**src/sv/cdm_pkg.sv**
```systemverilog
// Shared types and constants of the Chebyshev distance map.
// No dependencies; every other file of the block uses it by scoped names.
`timescale 1ns / 1ps

package cdm_pkg;

    localparam int MAX_ROWS = 64;
    localparam int MAX_COLS = 64;
    localparam int COORD_W  = 6;
    localparam int AREA_W   = 7;
    localparam int DIST_W   = 6;
    localparam int KIND_W   = 2;
    localparam int ADDR_W   = 2 * COORD_W;
    localparam int MEM_DEPTH = MAX_ROWS * MAX_COLS;
    localparam int CFG_IDX_W = 2;
    localparam int CFG_DATA_W = 7;

    // cell kinds as stored in the grid
    localparam logic [KIND_W-1:0] KIND_EMPTY = 2'd0;
    localparam logic [KIND_W-1:0] KIND_O     = 2'd1;
    localparam logic [KIND_W-1:0] KIND_X     = 2'd2;

    // item commands
    localparam logic CMD_WRITE = 1'b0;
    localparam logic CMD_QUERY = 1'b1;

    // register indexes of the configuration channel
    localparam logic [CFG_IDX_W-1:0] CFG_PLAYER = 2'd0;
    localparam logic [CFG_IDX_W-1:0] CFG_ROWS   = 2'd1;
    localparam logic [CFG_IDX_W-1:0] CFG_COLS   = 2'd2;

    // player codes
    localparam logic [1:0] PLAYER_ONE = 2'd1;
    localparam logic [1:0] PLAYER_TWO = 2'd2;

    typedef enum logic [1:0] {
        OP_WRITE,
        OP_SCAN,
        OP_ZERO
    } cdm_op_t;

    typedef struct packed {
        cdm_op_t             op;
        logic [COORD_W-1:0]  row;
        logic [COORD_W-1:0]  col;
        logic [KIND_W-1:0]   kind;
        logic [KIND_W-1:0]   target;
        logic [COORD_W-1:0]  last_row;
        logic [COORD_W-1:0]  last_col;
    } cdm_entry_t;

    typedef struct packed {
        logic full;
        logic empty;
    } cdm_q_status_t;

    typedef enum logic [2:0] {
        ST_IDLE,
        ST_CHECK,
        ST_SCAN,
        ST_DRAIN,
        ST_RESULT
    } cdm_state_t;

endpackage

```
**src/sv/cdm_queue.sv**
```systemverilog
// Two-entry queue of classified items between front and back end.
// Depends on cdm_pkg.
`timescale 1ns / 1ps

module cdm_queue (
    input  logic                   clk,
    input  logic                   rst_n,
    input  logic                   push,
    input  cdm_pkg::cdm_entry_t    push_entry,
    input  logic                   pop,
    output cdm_pkg::cdm_entry_t    head,
    output cdm_pkg::cdm_q_status_t status
);

    cdm_pkg::cdm_entry_t entry_reg [2];
    logic                wr_ptr_reg;
    logic                rd_ptr_reg;
    logic [1:0]          count_reg;
    logic [1:0]          count_next;
    logic                do_push;
    logic                do_pop;

    assign status.full  = (count_reg == 2'd2);
    assign status.empty = (count_reg == 2'd0);
    assign do_push      = push && !status.full;
    assign do_pop       = pop && !status.empty;
    assign head         = entry_reg[rd_ptr_reg];

    always_comb
    begin
        count_next = count_reg;
        if (do_push && !do_pop)
            count_next = count_reg + 2'd1;
        else if (do_pop && !do_push)
            count_next = count_reg - 2'd1;
    end

    always_ff @(posedge clk or negedge rst_n)
    begin
        if (!rst_n)
        begin
            wr_ptr_reg <= 1'b0;
            rd_ptr_reg <= 1'b0;
            count_reg  <= 2'd0;
        end
        else
        begin
            count_reg <= count_next;
            if (do_push)
                wr_ptr_reg <= !wr_ptr_reg;
            if (do_pop)
                rd_ptr_reg <= !rd_ptr_reg;
        end
    end

    always_ff @(posedge clk)
    begin
        if (do_push)
            entry_reg[wr_ptr_reg] <= push_entry;
    end

endmodule

```
**config.mk**
```make
export PLATFORM = sky130hd
export DESIGN_NAME = cdm_queue
export DESIGN_NICKNAME = d
export VERILOG_FILES = /design/src/sv/cdm_pkg.sv /design/src/sv/cdm_queue.sv
export SDC_FILE = /design/constraint.sdc
export NUM_CORES = 1
export LEC_CHECK = 0
export BUFFER_PORTS_ARGS = -buffer_cell sky130_fd_sc_hd__clkbuf_2
export CAP_MARGIN = 30
export CORE_MARGIN = 2
export CORE_UTILIZATION = 40
export CTS_CLUSTER_SIZE = 20
export DETAILED_ROUTE_END_ITERATION = 10
export GPL_TIMING_DRIVEN = 0
export PLACE_DENSITY = 0.66
export SLEW_MARGIN = 10
export SYNTH_ARGS = -nofsm -noshare
export SYNTH_HDL_FRONTEND = slang
export SYNTH_SLANG_ARGS = --single-unit
```
**constraint.sdc**
```tcl
create_clock -name clk -period 2.25 [get_ports clk]
set_input_delay 0.1125 -clock clk [delete_from_list [all_inputs] [get_ports clk]]
set_output_delay 0.1125 -clock clk [all_outputs]
set_load 0.02 [all_outputs]
```
======== Word level (Yosys, flattened, before mapping) ========
Memory sizes are Yosys's and may differ from the RTL's.
Cells that the tools add are included.
operators by class
  bitwise logic cells ..................... 0
  add/sub/neg operators ................... 2
  shift operators ......................... 0
  muxes and demuxes ....................... 4
  magnitude comparators ................... 0
  multiply operators ...................... 0
  eq/ne operators ......................... 1
  reduce and logical (&&, ||, !) cells .... 12
  div/mod/pow operators ................... 0
operators by type and width
  cell                                              number
  logical NOT 1 bit                                 6
  logical AND 1 bit                                 4
  2-to-1 mux 2 bit                                  2
  adder 2 x 1 -> 2 bit, second input constant       1
  equality test 2 bit, second input constant        1
  logical NOT 2 bit                                 1
  2-to-1 mux 1 bit                                  2
  nonzero test 2 bit                                1
  subtractor 2 x 1 -> 2 bit, second input constant  1
word-level totals
  output and inout bits ................... 32
  memories ................................ 1
  bits in latches ......................... 0
  logic and storage cells ................. 23
  input port bits ......................... 34
  memory bits (writable) .................. 60
  flip-flop bits (word level) ............. 4
  memory bits (read-only) ................. 0
memory list
  memory     words  bits a word  rd ports  clocked after memory_dff  write ports  RTL line         text
  entry_reg  2      30           1         0                         1            cdm_queue.sv:15  cdm_pkg::cdm_entry_t entry_reg [2];

======== Longest topological paths before layout ========
  word-level depth ........................ 7
  mapped depth ............................ 7
  depth with buffers taken out ............ 7

======== Least setup slack after synthesis ========
No wires, ideal clock.
  kind .................................... register -> register
  start point ............................. register count_reg[0]
  end point ............................... memory entry_reg[0][0] (netlist bit), enable pin
  buffers on the path ..................... 0
  arrival ................................. 1914 ps
  stages on the path, launching flop included .. 4
  slack ................................... -81 ps
  clock period less this slack ............ 2331 ps
  data required time ...................... 1833 ps
  cells stage by stage .................... dfrtp_1 > nand2b_1 > nand2_2 > nor2_1
between the ends
  word-level cells in the longest chain between the ends .. 5
RTL lines
  what                                    RTL line         text
  start: declaration                      cdm_queue.sv:18  logic [1:0] count_reg;
  start signal: assignment                cdm_queue.sv:48  count_reg <= count_next;
  equality test 2 bit                     cdm_queue.sv:23  assign status.full = (count_reg == 2'd2);
  logical NOT 1 bit                       cdm_queue.sv:25  assign do_push = push && !status.full;
  logical AND 1 bit                       cdm_queue.sv:25
  2-to-1 mux 1 bit                        cdm_queue.sv:58  if (do_push)
  2-to-1 mux 1 bit (implied by the code)  cdm_queue.sv:59  entry_reg[wr_ptr_reg] <= push_entry;
  end: declaration                        cdm_queue.sv:15
Every way passes these cells.

======== Worst setup path in the final report ========
  start point ............................. register count_reg[0]
  end point ............................... memory entry_reg[0][21] (netlist bit), enable pin
Same word-level chain as after synthesis.

==> summary.txt <==
Clock network
  – Root Buffer: clkbuf_8
  – Worst-skew pair later-pin latency: 330 ps
  – H-tree level count: 3
  – Clock tree buffer depth: 2
  – Clock transition at path regs: ~70 ps
  – CTS tree: yes
  – CTS Buf Count: 9
  – CTS sink cnt: 64

Critical path
  – Crit Path Category: reg2reg
  – WP data arrival: roughly 1800 ps
  – Critical path's largest stage delay: just under 700 ps
  – CP Launch Type: flip-flop
  – Largest delay contributor family on the critical path: simple AND/OR/NAND/NOR gates
  – FF-to-FF path depth: 3
  – Slowest cell on the critical path: nor2_4
  – Cell depth of the worst setup path: 3
  – Crit-path cells: nand2b_1 -> nand2_2 -> nor2_4
  – Req. time, crit path: around 2200 ps
  – Worst setup EP type: flip-flop
  – Worst path buffer plus inverter count: 0
  – R2R Setup Slk: 420 ps
  – Crit path max fanout: 30

Global route
  – Largest net degree at the start of global routing: 31
  – Number of global-route vias before repair: 1439
  – Grt total ovfl: 0
  – Initial antenna violation count: 0
  – First-pass GRT wire length: around 6600 µm
  – Total GRT Usage: a little over an eighth

Timing
  – Relative slew slack: about two fifths
  – Fmax: roughly 550 MHz
  – Clk_skew: approximately 8.5 ps
  – Tcrit/Tclk final: about four fifths
  – Unrepaired setup endpoints after global routing: no
  – Setup_tns: 0 ps
  – Setup Viol. Count Final: 0
  – Min Clock Period, post-route: ~1800 ps
  – Fin worst setup slack: between 400 and 500 ps
  – Fin. Hold Viols: 0
  – Max-slew violation count: 0
  – Worst Tran Pin Value: 900 ps

Yosys
  – Mean post-synth cell area: approximately 22 µm²
  – Post-synthesis net count: between 100 and 150
  – Seq/Total Area, Yosys: 76.7%
  – Synthesized flop and latch total: 64
  – Synth Cell Area: between 2000 and 2500 µm²
  – Mapped Cells: 112
  – Unique cell type count in the Yosys netlist: 14
  – YS warnings: 0

Finish
  – Max reg flops: 60
  – Area growth, synth to finish: 37.9%
  – Fill count: between 400 and 500
  – Share of cells above drive strength 1: between 50% and 60%
  – ANT cells: 0
  – Nets: 254
  – Final Non-Filler Cells: about 300

Power
  – Net switching power: between 1000 and 1500 µW
  – Sw Ratio: 32.0%
  – Leakage power: roughly 0.0014 µW
  – VDD IR max: 1050 µV
  – Register share of total power: between 40% and 50%
  – Clock power share: roughly 23%
  – Comb pwr share: 37.2%
  – Internal power: 2950 µW
  – PwrDens: 1270 nW/µm²

Die
  – Ports: between 60 and 70
  – Die ar.: 6850 µm²
  – Die span in y: 82.8 µm
  – Core area: roughly 6000 µm²
  – Row Count: 28
  – Initial Util: a little over two fifths
  – Die W: approximately 83 µm

Drt
  – Residual DRC count: 0
  – Routed vias: approximately 1300
  – WL final: between 4000 and 5000 µm
  – DRT Pass-1 Iters: 4
  – Vias/cell: around 4.5
  – Met2 routed WL: about 2200 µm
  – Avg WL per Cell: 14.3 µm
  – Antenna-violating nets left: 0
  – Wl on met1: around 1700 µm
  – Max layer used: met4
  – 1st-iter DRT viols: 23
  – Met3 wire len: roughly 230 µm

Job
  – # Max-Cap Violations: 0

Placement
  – Cell Count Post-Placement: 252
  – Detailed placement HPWL: between 2000 and 3000 µm
  – Setup WS pre-CTS: 416 ps
  – PortBufs: 65
  – Gpl congestion: just under 0.7

Outcome
  – Status: completed

Min path
  – Hold path cells: 3
  – Worst Hold Class: in2reg
## worst min-delay path, stage by stage
cell      delay (ps)
clkbuf_2          90
nand2_2          100
xnor2_1           70
## worst paths after layout
path | from | to
max | count_reg[0] | entry_reg[0][21]
min | push | wr_ptr_reg
max reg2reg | count_reg[0] | entry_reg[0][21]
min reg2reg | count_reg[1] | count_reg[1]
max in group asynchronous | rst_n | rd_ptr_reg
min in group asynchronous | rst_n | count_reg[1]
## area by class of cell
class | instances | area, µm² | area share, %
Sequential cell | 64 | 1900 | 55.6
Timing Repair Buffer | 96 | 636 | 18.6
Multi-Input combinational cell | 43 | 547 | 16.0
Clock buffer | 13 | 159 | 4.65
Tap cell | 75 | 93.8 | 2.74
Clock inverter | 3 | 42.5 | 1.24
Buffer | 3 | 33.8 | 0.988
Inverter | 2 | 7.51 | 0.219
## cell usage after synthesis
master	instances	area share, %
mux2_1	1	0.45
o21ai_1	1	0.20
edfxtp_1	60	73
ha_1	1	0.50
and3_1	1	0.25
buf_6	3	1.4
xor2_1	2	0.71
dfrtp_1	4	4.0
inv_1	2	0.30
nand2b_1	1	0.25
mux2_4	29	18
nand2_2	1	0.25
nor2_1	3	0.45
xnor2_1	3	1.1
## placed cells by master (no fill, tap or decap), drive strengths merged, types with 2 or more instances in the layout
| master | instances |
|---|---|
| xnor2 | 3 |
| nor2 | 3 |
| inv | 2 |
| dfrtp | 4 |
| edfxtp | 60 |
| dlygate4sd3 | 31 |
| clkbuf | 78 |
| mux2 | 30 |
| buf | 3 |
| xor2 | 2 |
## stage by stage
| stage | cell area, µm² | utilization [%] | power (µW) | hold slack [ps] |
|---|---|---|---|---|
| after floorplan | 2480 | - | 2920 | -183 |
| after global placement | 2900 | 48.7 | 3310 | -78.0 |
| after detailed placement | 2910 | 48.8 | 3360 | -68.3 |
| after CTS | 3420 | 57.4 | 4380 | 72.4 |
| after global routing | 3420 | 57.4 | 4550 | 93.1 |
| final | 3420 | 57.4 | 4330 | 90.0 |
## layer usage
layer / GRT usage (%) / vias up
met5: 0 / -
li1: - / 646
met2: 24.0 / 46
met4: 6.89 / 0
met3: 3.80 / 9
met1: 15.1 / 636
## power by group through the flow
stage	logic [µW]	clock network, µW	registers, µW
2_1_floorplan	1180	0	1740
3_3_place_gp	1550	0	1760
3_5_place_dp	1580	0	1780
4_1_cts	1630	994	1750
5_1_grt	1730	1050	1780
6_report	1610	975	1750
## repair_timing
| item | 4_1_cts | 5_1_grt |
|---|---|---|
| endpoints found under the hold margin | 64 | 0 |
| hold buffers | 31 | 0 |
| setup buffers | 0 | 0 |
| resized for setup | 0 | 0 |
| setup endpoints to repair | 0 | 0 |
## kinds of logic (layout without fill, tap and decap cells)
kind of cell             count (synthesis)  count (layout)  share of synthesized area [%]
AO/OA/AOI/OAI                            1               1                          0.202
XOR/XNOR                                 5               5                           1.77
adder cells (fa/ha/maj)                  1               1                          0.504
buffers and inverters                    5             117                           1.66
flip-flops                              64              64                           76.7
multiplexers                            30              30                           18.0
AND/OR/NAND/NOR                          6               6                           1.21
Power figures use the tool's default switching activity.
