--- src/sv/cdm_pkg.sv ---
// Shared types and constants of the Chebyshev distance map.
// No dependencies; every other file of the block uses it by scoped names.
`timescale 1ns / 1ps

package cdm_pkg;

    localparam int MAX_ROWS = 64;
    localparam int MAX_COLS = 64;
    localparam int COORD_W  = 6;
    localparam int AREA_W   = 7;
    localparam int DIST_W   = 6;
    localparam int KIND_W   = 2;
    localparam int ADDR_W   = 2 * COORD_W;
    localparam int MEM_DEPTH = MAX_ROWS * MAX_COLS;
    localparam int CFG_IDX_W = 2;
    localparam int CFG_DATA_W = 7;

    // cell kinds as stored in the grid
    localparam logic [KIND_W-1:0] KIND_EMPTY = 2'd0;
    localparam logic [KIND_W-1:0] KIND_O     = 2'd1;
    localparam logic [KIND_W-1:0] KIND_X     = 2'd2;

    // item commands
    localparam logic CMD_WRITE = 1'b0;
    localparam logic CMD_QUERY = 1'b1;

    // register indexes of the configuration channel
    localparam logic [CFG_IDX_W-1:0] CFG_PLAYER = 2'd0;
    localparam logic [CFG_IDX_W-1:0] CFG_ROWS   = 2'd1;
    localparam logic [CFG_IDX_W-1:0] CFG_COLS   = 2'd2;

    // player codes
    localparam logic [1:0] PLAYER_ONE = 2'd1;
    localparam logic [1:0] PLAYER_TWO = 2'd2;

    typedef enum logic [1:0] {
        OP_WRITE,
        OP_SCAN,
        OP_ZERO
    } cdm_op_t;

    typedef struct packed {
        cdm_op_t             op;
        logic [COORD_W-1:0]  row;
        logic [COORD_W-1:0]  col;
        logic [KIND_W-1:0]   kind;
        logic [KIND_W-1:0]   target;
        logic [COORD_W-1:0]  last_row;
        logic [COORD_W-1:0]  last_col;
    } cdm_entry_t;

    typedef struct packed {
        logic full;
        logic empty;
    } cdm_q_status_t;

    typedef enum logic [2:0] {
        ST_IDLE,
        ST_CHECK,
        ST_SCAN,
        ST_DRAIN,
        ST_RESULT
    } cdm_state_t;

endpackage

--- src/sv/cdm_in_if.sv ---
// Input item channel of the distance map: valid/ready plus item fields.
// Depends on cdm_pkg for field widths.
`timescale 1ns / 1ps

interface cdm_in_if;
    logic                        valid;
    logic                        ready;
    logic                        cmd;
    logic [cdm_pkg::COORD_W-1:0] row;
    logic [cdm_pkg::COORD_W-1:0] col;
    logic [cdm_pkg::KIND_W-1:0]  cell_kind;

    modport source (output valid, output cmd, output row, output col, output cell_kind,
                    input ready);
    modport sink   (input valid, input cmd, input row, input col, input cell_kind,
                    output ready);
endinterface

--- src/sv/cdm_cfg_if.sv ---
// Configuration write channel: valid/ready, register index and write data.
// Depends on cdm_pkg for widths.
`timescale 1ns / 1ps

interface cdm_cfg_if;
    logic                           valid;
    logic                           ready;
    logic [cdm_pkg::CFG_IDX_W-1:0]  index;
    logic [cdm_pkg::CFG_DATA_W-1:0] data;

    modport source (output valid, output index, output data, input ready);
    modport sink   (input valid, input index, input data, output ready);
endinterface

--- src/sv/cdm_front.sv ---
// Front end: configuration registers, item intake and classification.
// Depends on cdm_pkg, cdm_in_if and cdm_cfg_if.
`timescale 1ns / 1ps

module cdm_front (
    input  logic                   clk,
    input  logic                   rst_n,
    cdm_cfg_if.sink                cfg,
    cdm_in_if.sink                 item,
    input  cdm_pkg::cdm_q_status_t q_status,
    output logic                   push,
    output cdm_pkg::cdm_entry_t    push_entry
);

    logic [1:0]                    player_reg;
    logic [cdm_pkg::AREA_W-1:0]    rows_reg;
    logic [cdm_pkg::AREA_W-1:0]    cols_reg;
    logic [cdm_pkg::AREA_W-1:0]    rows_eff;
    logic [cdm_pkg::AREA_W-1:0]    cols_eff;
    logic                          player_ok;
    logic                          in_area;

    assign cfg.ready = 1'b1;

    always_ff @(posedge clk or negedge rst_n)
    begin
        if (!rst_n)
        begin
            player_reg <= cdm_pkg::PLAYER_ONE;
            rows_reg   <= cdm_pkg::AREA_W'(cdm_pkg::MAX_ROWS);
            cols_reg   <= cdm_pkg::AREA_W'(cdm_pkg::MAX_COLS);
        end
        else if (cfg.valid)
        begin
            case (cfg.index)
                cdm_pkg::CFG_PLAYER: player_reg <= cfg.data[1:0];
                cdm_pkg::CFG_ROWS:   rows_reg   <= cfg.data;
                cdm_pkg::CFG_COLS:   cols_reg   <= cfg.data;
                default:             ;
            endcase
        end
    end

    // active area clamped to storage
    assign rows_eff = (rows_reg > cdm_pkg::AREA_W'(cdm_pkg::MAX_ROWS))
                    ? cdm_pkg::AREA_W'(cdm_pkg::MAX_ROWS) : rows_reg;
    assign cols_eff = (cols_reg > cdm_pkg::AREA_W'(cdm_pkg::MAX_COLS))
                    ? cdm_pkg::AREA_W'(cdm_pkg::MAX_COLS) : cols_reg;

    assign player_ok = (player_reg == cdm_pkg::PLAYER_ONE) ||
                       (player_reg == cdm_pkg::PLAYER_TWO);
    assign in_area   = ({1'b0, item.row} < rows_eff) && ({1'b0, item.col} < cols_eff);

    assign item.ready = !q_status.full;
    assign push       = item.valid && !q_status.full;

    always_comb
    begin
        push_entry.row      = item.row;
        push_entry.col      = item.col;
        push_entry.kind     = item.cell_kind;
        push_entry.target   = (player_reg == cdm_pkg::PLAYER_ONE)
                            ? cdm_pkg::KIND_X : cdm_pkg::KIND_O;
        push_entry.last_row = cdm_pkg::COORD_W'(rows_eff - 1'b1);
        push_entry.last_col = cdm_pkg::COORD_W'(cols_eff - 1'b1);
        if (item.cmd == cdm_pkg::CMD_WRITE)
            push_entry.op = cdm_pkg::OP_WRITE;
        else if (player_ok && in_area)
            push_entry.op = cdm_pkg::OP_SCAN;
        else
            push_entry.op = cdm_pkg::OP_ZERO;
    end

endmodule

--- src/flat_wrapper.sv ---
// flat-port wrapper written by rule: the top's interface ports become plain ports
module cdm_front_flat 
  (clk, rst_n, q_status, push, push_entry, cfg_valid, cfg_index, cfg_data, cfg_ready, item_valid, item_cmd, item_row, item_col, item_cell_kind, item_ready);
  cdm_cfg_if cfg_i ();
  cdm_in_if item_i ();
  input  logic clk;
  input  logic rst_n;
  input  cdm_pkg::cdm_q_status_t q_status;
  output logic push;
  output cdm_pkg::cdm_entry_t push_entry;
  input wire logic [$bits(cfg_i.valid)-1:0] cfg_valid;
  input wire logic [$bits(cfg_i.index)-1:0] cfg_index;
  input wire logic [$bits(cfg_i.data)-1:0] cfg_data;
  output wire logic [$bits(cfg_i.ready)-1:0] cfg_ready;
  input wire logic [$bits(item_i.valid)-1:0] item_valid;
  input wire logic [$bits(item_i.cmd)-1:0] item_cmd;
  input wire logic [$bits(item_i.row)-1:0] item_row;
  input wire logic [$bits(item_i.col)-1:0] item_col;
  input wire logic [$bits(item_i.cell_kind)-1:0] item_cell_kind;
  output wire logic [$bits(item_i.ready)-1:0] item_ready;
  assign cfg_i.valid = cfg_valid;
  assign cfg_i.index = cfg_index;
  assign cfg_i.data = cfg_data;
  assign cfg_ready = cfg_i.ready;
  assign item_i.valid = item_valid;
  assign item_i.cmd = item_cmd;
  assign item_i.row = item_row;
  assign item_i.col = item_col;
  assign item_i.cell_kind = item_cell_kind;
  assign item_ready = item_i.ready;
  cdm_front u_core (.clk(clk), .rst_n(rst_n), .cfg(cfg_i), .item(item_i), .q_status(q_status), .push(push), .push_entry(push_entry));
endmodule
--- config.mk ---
export PLATFORM = sky130hd
export DESIGN_NAME = cdm_front_flat
export DESIGN_NICKNAME = d
export VERILOG_FILES = /design/src/sv/cdm_pkg.sv /design/src/sv/cdm_in_if.sv /design/src/sv/cdm_cfg_if.sv /design/src/sv/cdm_front.sv /design/src/flat_wrapper.sv
export SDC_FILE = /design/constraint.sdc
export NUM_CORES = 1
export LEC_CHECK = 0
export BUFFER_PORTS_ARGS = -buffer_cell sky130_fd_sc_hd__buf_4
export CORE_UTILIZATION = 41
export DETAILED_ROUTE_END_ITERATION = 7
export MAX_ROUTING_LAYER = met4
export PLACE_DENSITY = 0.73
export SLEW_MARGIN = 20
export SYNTH_ARGS = -nofsm -noshare
export SYNTH_HDL_FRONTEND = slang
export SYNTH_SLANG_ARGS = --single-unit
--- constraint.sdc ---
create_clock -name clk -period 2.35 [get_ports clk]
set_clock_uncertainty 0.2 [all_clocks]
set_input_delay 0.47 -clock clk [delete_from_list [all_inputs] [get_ports clk]]
set_output_delay 0.47 -clock clk [all_outputs]
set_load 0.01 [all_outputs]
* Word-level counts from Yosys, hierarchy flattened
Cells that the tools add are included.
** Storage, ports and cells
- Register bits :: 16
- Input port bits :: 30
- Output and inout port bits :: 33
- Logic and storage cells :: 27
** Cells by class
- $add $sub $neg :: 2
- $lt $le $gt $ge :: 4
- Equal/unequal tests :: 4
- Muxes and demuxes :: 5
- Reduce and logical (&&, ||, !) cells :: 9
** Operators by type and width (number)
- 7-bit greater-than comparator (second input constant) :: 2
- 6-bit by 7-bit less-than comparator with 1-bit output :: 2
- 7-bit two-way mux :: 2
- 6-bit by 1-bit subtractor with 6-bit output (second input constant) :: 2
- 2-bit two-way mux :: 3
- 2-bit AND reduction :: 3
- 2-bit by 1-bit equality test with 1-bit output (second input constant) :: 2
- 2-bit equality test (second input constant) :: 2
- 1-bit logical AND :: 3
- 2-bit zero test :: 1
- 1-bit zero test :: 1
- 1-bit logical OR :: 1

* Longest topological paths before layout
Gate-level depths: netlist of run 1.
- Word-level depth :: 7
- Gate-level depth with buffers :: 8
- Gate-level depth less buffers :: 8

* Worst setup path after synthesis of run 1
Ideal clock, no wire load.
- Path type :: register to output
- Start point :: register u_core.cols_reg[6] (netlist bit)
- End point :: output push_entry[28] (netlist bit)
- Arrival :: 1.926 ns
- Data required time :: 1.680 ns
- Setup slack :: -0.246 ns
- Cell stages (with the launch flop) :: 9
- Path buffers :: 1
- Cells stage by stage :: dfstp_2 -> clkbuf_1 -> nand2b_1 -> ha_1 -> a21o_1 -> a31oi_1 -> o21ai_1 -> a221oi_2 -> and2_1
** RTL lines
- from (decl) :: RTL line cdm_front.sv:17 : logic [cdm_pkg::AREA_W-1:0] cols_reg;
- from (signal assigned) :: RTL line cdm_front.sv:31 : cols_reg <= cdm_pkg::AREA_W'(cdm_pkg::MAX_COLS);
- from (signal assigned) :: RTL line cdm_front.sv:38 : cdm_pkg::CFG_COLS: cols_reg <= cfg.data;
- to (decl) :: RTL line flat_wrapper.sv:10 : output cdm_pkg::cdm_entry_t push_entry;

==> flow_summary.ini, run 1 <==
[critical_path]
r2r_setup_slack_ps = 1140
end_kind = primary output
reg2reg_depth = 2
crit_required_ps = 1680
critical_path.max_fanout = 4
cp.arrival_ps = 2220
crit_start = u_core.cols_reg[6]$_DFFE_PN1P_
r2r_start = u_core.cols_reg[2]$_DFFE_PN0P_
cp-start-kind = flop
path_class = reg2out
timing.rr.end = u_core.cols_reg[2]$_DFFE_PN0P_

[floorplan]
fp.dieW_um = 57.1
core.rowCount = 19
num_io_pins = 63
fp.dieH_um = 57.1
die-area_um2 = 3260
start_util_pct = 44.4
coreArea_um2 = 2810

[clock_tree]
cts_buffers = 3
cts_tree = built
clkLatencyLatePin_ps = 290
clockBufferDepth = 2
clk_pin_slew_worst_paths_ps = 90
cts_num_sinks = 16
cts_htree_levels = 1
cts-root-buf = clkbuf_4

[yosys]
syn_area_per_cell_um2 = 10.1
ys_seq_elements = 16
synth.top_cell.area_share_pct = 26.1
yosys_warnings = 0
mappedNetlistArea_um2 = 1240
synth_area_leader_cell = dfrtp_1
synth_nets = 166
synth.distinct_cells = 31
ys_seq_area_share_pct = 32.5
synthCells = 123
yosys-top-cells-area = dfrtp_1 26%, mux2_1 14%, ha_1 13%

[timing]
min_period_over_period_pct = 123
fmax_mhz = 346
setup_ws_ps = -536
period_minus_slack_ps = 2890
tns_ps = -1230
rsz0062_at_grt = yes
drv_slew = 0
hold_violations = 0
finalSetupViolations = 6

[drt]
post_drt_wl_per_cell_um = 15.0
routed_via_density = 4.95
vias = 1108
dr.pass1.iters = 6
postRouteAntennaNets = 0
drt_wl_total_um = 3360
drtIter0Drc = 14
drc = 6

[placed_design]
dp_cells = 212
place_congestion = 0.767
io_buffers = 56
hpwl_um = 2360

[grt]
track_usage_pct = 21.3
overflow = 0
grt_start_max_net_pins = 17
grt_pass1_wl_um = 5180
grt_pass1_vias = 1152
antenna_found_initial = 0

[power]
max-vdd-ir-drop_mv = 0.390
power_per_cell_area_nw_per_um2 = 697
p_leak_nw = 0.952

[worst_hold_path]
min-delay-start = cfg_data[6]
hold_end = u_core.rows_reg[6]$_DFFE_PN1P_
worstHoldPathType = in2reg
holdPathStages = 2

[layout]
syn_to_final_growth_pct = 57.0
drive_above_1_share_pct = 55.4
antenna_cells = 0
final_cell_mix = 73 x buf_4, 15 x mux2_1, 13 x dfrtp_1
fin_nets = 237
final_common_cell = buf_4
final_cells = 224

[run_status]
status = complete, but fails checks
violations = DRC, setup timing

[job]
max_cap_viol_count = 0
## stage by stage
step | area [um2] | total power [mW] | setup WS [ps] | hold WS, ps | util [%]
3_5_place_dp | 1750 | 1.06 | -258 | 140 | 62.2
5_1_grt | 1950 | 1.45 | -649 | 202 | 69.7
6_report | 1950 | 1.36 | -536 | 209 | 69.7
4_1_cts | 1920 | 1.31 | -546 | 199 | 68.4
3_3_place_gp | 1750 | 1.04 | -243 | 134 | 62.2
2_1_floorplan | 1280 | 0.743 | -111 | -25.6 | -
## cell usage after synthesis, drive strengths merged
| cell type | number |
|---|---|
| nor3 | 2 |
| ha | 13 |
| buf | 15 |
| nand3b | 2 |
| nand2b | 10 |
| nor2 | 2 |
| nor2b | 2 |
| dfrtp | 13 |
| nor4b | 1 |
| nand3 | 1 |
| xor2 | 3 |
| a21oi | 2 |
| a211oi | 1 |
| a31oi | 2 |
| nand4 | 1 |
| xnor2 | 4 |
| nor3b | 2 |
| dfstp | 3 |
| a221oi | 1 |
| o21ai | 5 |
| mux2 | 15 |
| and2 | 1 |
| clkbuf | 1 |
| conb | 1 |
| or3 | 1 |
| inv | 6 |
| nand2 | 10 |
| a21o | 3 |
## layout make-up
type / count / area [um2]
Multi-Input combinational cell: 85 / 812
Timing Repair Buffer: 82 / 648
Tap cell: 31 / 38.8
Sequential cell: 16 / 404
Inverter: 6 / 25.0
Fill cell: 206 / 851
Clock buffer: 4 / 26.3
## worst max-delay path by stage
| stage | end | cells past startpoint | slack, ps |
|---|---|---|---|
| after floorplan | push_entry[28] | 8 | -110 |
| after global placement | push_entry[28] | 8 | -240 |
| after detailed placement | push_entry[28] | 8 | -260 |
| after CTS | push_entry[28] | 8 | -550 |
| after global routing | push_entry[28] | 7 | -650 |
| final | push_entry[28] | 7 | -540 |
## where the power goes
group | internal (mW) | leakage [nW] | switching, mW | total (mW)
clock | 0.0660 | 0.0150 | 0.0847 | 0.151
sequential | 0.334 | 0.186 | 0.0454 | 0.380
combinational | 0.466 | 0.751 | 0.365 | 0.832
## worst max-delay path: stages (launching register included)
cell and delay (ps):
dfstp_2 580, nand2b_1 150, ha_1 270, a211oi_2 250, o21ai_2 100, a221oi_2 310
and2_4 190, buf_6 90
## cells by family after synthesis
kind of cell / share of synthesized area [%]
buffers and inverters: 11.2
other: 0.301
XOR/XNOR: 4.92
flip-flops: 32.5
adder cells (fa/ha/maj): 13.1
multiplexers: 13.6
AND/OR/NAND/NOR: 16.7
AO/OA/AOI/OAI: 7.84
## per-layer routing
metal  vias up  track usage [%]  wire length [um]
li1        546                -                 -
met1       536             24.0              1350
met2        26             40.8              1880
met3         0             3.63               127
met4         0             1.39                 0
met5         -                -                 0
## what timing repair did
| item | in CTS | in global routing |
|---|---|---|
| endpoints found under the hold margin | 13 | 0 |
| pin swaps | 7 | 8 |
| gates resized for setup | 20 | 5 |
| hold buffers | 1 | 0 |
| setup endpoints to repair | 7 | 7 |
| buffers inserted | 5 | 2 |
(Power assumes the default switching activity.)
==> run 2, diff against run 1 <==
--- a/config.mk
+++ b/config.mk
@@ -6,10 +6,11 @@
 export NUM_CORES = 1
 export LEC_CHECK = 0
 export BUFFER_PORTS_ARGS = -buffer_cell sky130_fd_sc_hd__buf_4
+export CORE_MARGIN = 3
 export CORE_UTILIZATION = 41
 export DETAILED_ROUTE_END_ITERATION = 7
 export MAX_ROUTING_LAYER = met4
-export PLACE_DENSITY = 0.73
+export PLACE_DENSITY = 0.76
 export SLEW_MARGIN = 20
 export SYNTH_ARGS = -nofsm -noshare
 export SYNTH_HDL_FRONTEND = slang
==> flow_summary.ini, run 2 (synthesis results as in run 1) <==
[run_status]
status = complete, but fails checks
violations = setup timing

[timing]
min_period_over_period_pct = 123
fmax_mhz = 347
hold_slack_ps = 205
hold_violations = 0
tns_ps = -1120
rsz0062_at_grt = yes
period_minus_slack_ps = 2880
setup_ws_ps = -531
finalSetupViolations = 4
drv_slew = 0

[grt]
antenna_found_initial = 0
overflow = 0
grt_pass1_wl_um = 4950
grt_pass1_vias = 1141
track_usage_pct = 18.3
grt_start_max_net_pins = 17

[floorplan]
core.rowCount = 19
fp.dieW_um = 61.1
start_util_pct = 44.0
coreArea_um2 = 2830
die-area_um2 = 3730
fp.dieH_um = 61.1
num_io_pins = 63

[placed_design]
hpwl_um = 2610
place_congestion = 0.775
dp_slack_ps = -262
io_buffers = 56
post_dp_cell_area_um2 = 1720

[critical_path]
cp.arrival_ps = 2210
r2r_setup_slack_ps = 1140
timing.rr.end = u_core.cols_reg[4]$_DFFE_PN0P_
end_kind = primary output
cp-start-kind = flop
r2r_start = u_core.cols_reg[4]$_DFFE_PN0P_
reg2reg_depth = 2
critical_path.max_fanout = 4
crit_required_ps = 1680
path_class = reg2out

[layout]
fillerInstances = 227
final_common_cell = buf_4
regArea_um2 = 404
final_cell_area_um2 = 1880
multi_input_area_um2 = 810
fin_nets = 230
syn_to_final_growth_pct = 51.1
drive_above_1_share_pct = 53.8
antenna_cells = 0
final_cell_mix = 71 x buf_4, 15 x mux2_1, 13 x dfrtp_1
postLayoutCoreUtil_pct = 66.5

[drt]
vias = 1112
dr.pass1.iters = 4
postRouteAntennaNets = 0
drc = 0
drt_wl_total_um = 3300
drtIter0Drc = 10
routed_via_density = 5.12
post_drt_wl_per_cell_um = 15.2

[worst_hold_path]
holdPathStages = 2
hold_end = u_core.rows_reg[2]$_DFFE_PN0P_
worstHoldPathType = in2reg
min-delay-start = cfg_data[2]

[power]
power_per_cell_area_nw_per_um2 = 694
p_leak_nw = 0.902
max-vdd-ir-drop_mv = 0.425

[job]
max_cap_viol_count = 0

[clock_tree]
clkLatencyLatePin_ps = 290
cts_tree = built
clk_pin_slew_worst_paths_ps = 100
cts-root-buf = clkbuf_4
cts_buffers = 3
cts_num_sinks = 16
clockBufferDepth = 2
cts_htree_levels = 1
## run 2: changes by cell type in the layout (fill, tap and decap cells not counted), sizes merged
| cell | previous run | this run |
|---|---|---|
| buf | 81 | 74 |
## run 2: worst max-delay path, cell delays in order, from the launching register on
cell and delay [ps]:
dfstp_2 570, nand2b_4 140, ha_4 200, a21o_1 200
a31oi_4 160, o21ai_2 80, a221oi_2 300, and2_4 190
buf_6 90
## run 2: per-stage QoR
stage               std cells  power, mW
CTS                       214       1.23
global route              217       1.40
global placement          209       1.03
finish                    217       1.30
floorplan                 123      0.743
detailed placement        209       1.06
## run 2: worst max path at each step
| stage | cells after the start | start | slack [ps] | endpoint |
|---|---|---|---|---|
| after floorplan | 8 | u_core.cols_reg[6]$_DFFE_PN1P_ | -110 | push_entry[28] |
| after global placement | 8 | u_core.cols_reg[6]$_DFFE_PN1P_ | -230 | push_entry[28] |
| after detailed placement | 8 | u_core.cols_reg[6]$_DFFE_PN1P_ | -260 | push_entry[28] |
| after CTS | 8 | u_core.cols_reg[6]$_DFFE_PN1P_ | -550 | push_entry[28] |
| after global routing | 8 | u_core.cols_reg[6]$_DFFE_PN1P_ | -640 | push_entry[28] |
| final | 8 | u_core.cols_reg[6]$_DFFE_PN1P_ | -530 | push_entry[28] |
## run 2: area by class of cell
| class | instances | share of cell area, % |
|---|---|---|
| Inverter | 6 | 1.33 |
| Multi-Input combinational cell | 85 | 43.0 |
| Tap cell | 31 | 2.06 |
| Timing Repair Buffer | 75 | 30.7 |
| Sequential cell | 16 | 21.5 |
| Clock buffer | 4 | 1.40 |
## run 2: repair_timing
item | 4_1_cts | 5_1_grt
endpoints found under the setup margin | 4 | 5
hold buffers | 1 | 0
resized for setup | 4 | 16
buffers inserted | 0 | 4
cloned | 0 | 0
pin swaps | 4 | 10
hold endpoints to repair | 13 | 0
## run 2: per-layer routing
metal  track usage [%]  vias up  wire length [um]
li1                  -      536                 -
met1              19.2      538              1250
met2              34.6       34              1840
met5                 -        -                 0
met4              3.72        0                25
met3              3.98        4               184
## run 2: where the power goes
part	switching [mW]	internal [mW]
Clock	0.0895	0.0660
Sequential	0.0428	0.335
Combinational	0.349	0.423
Total	0.481	0.823
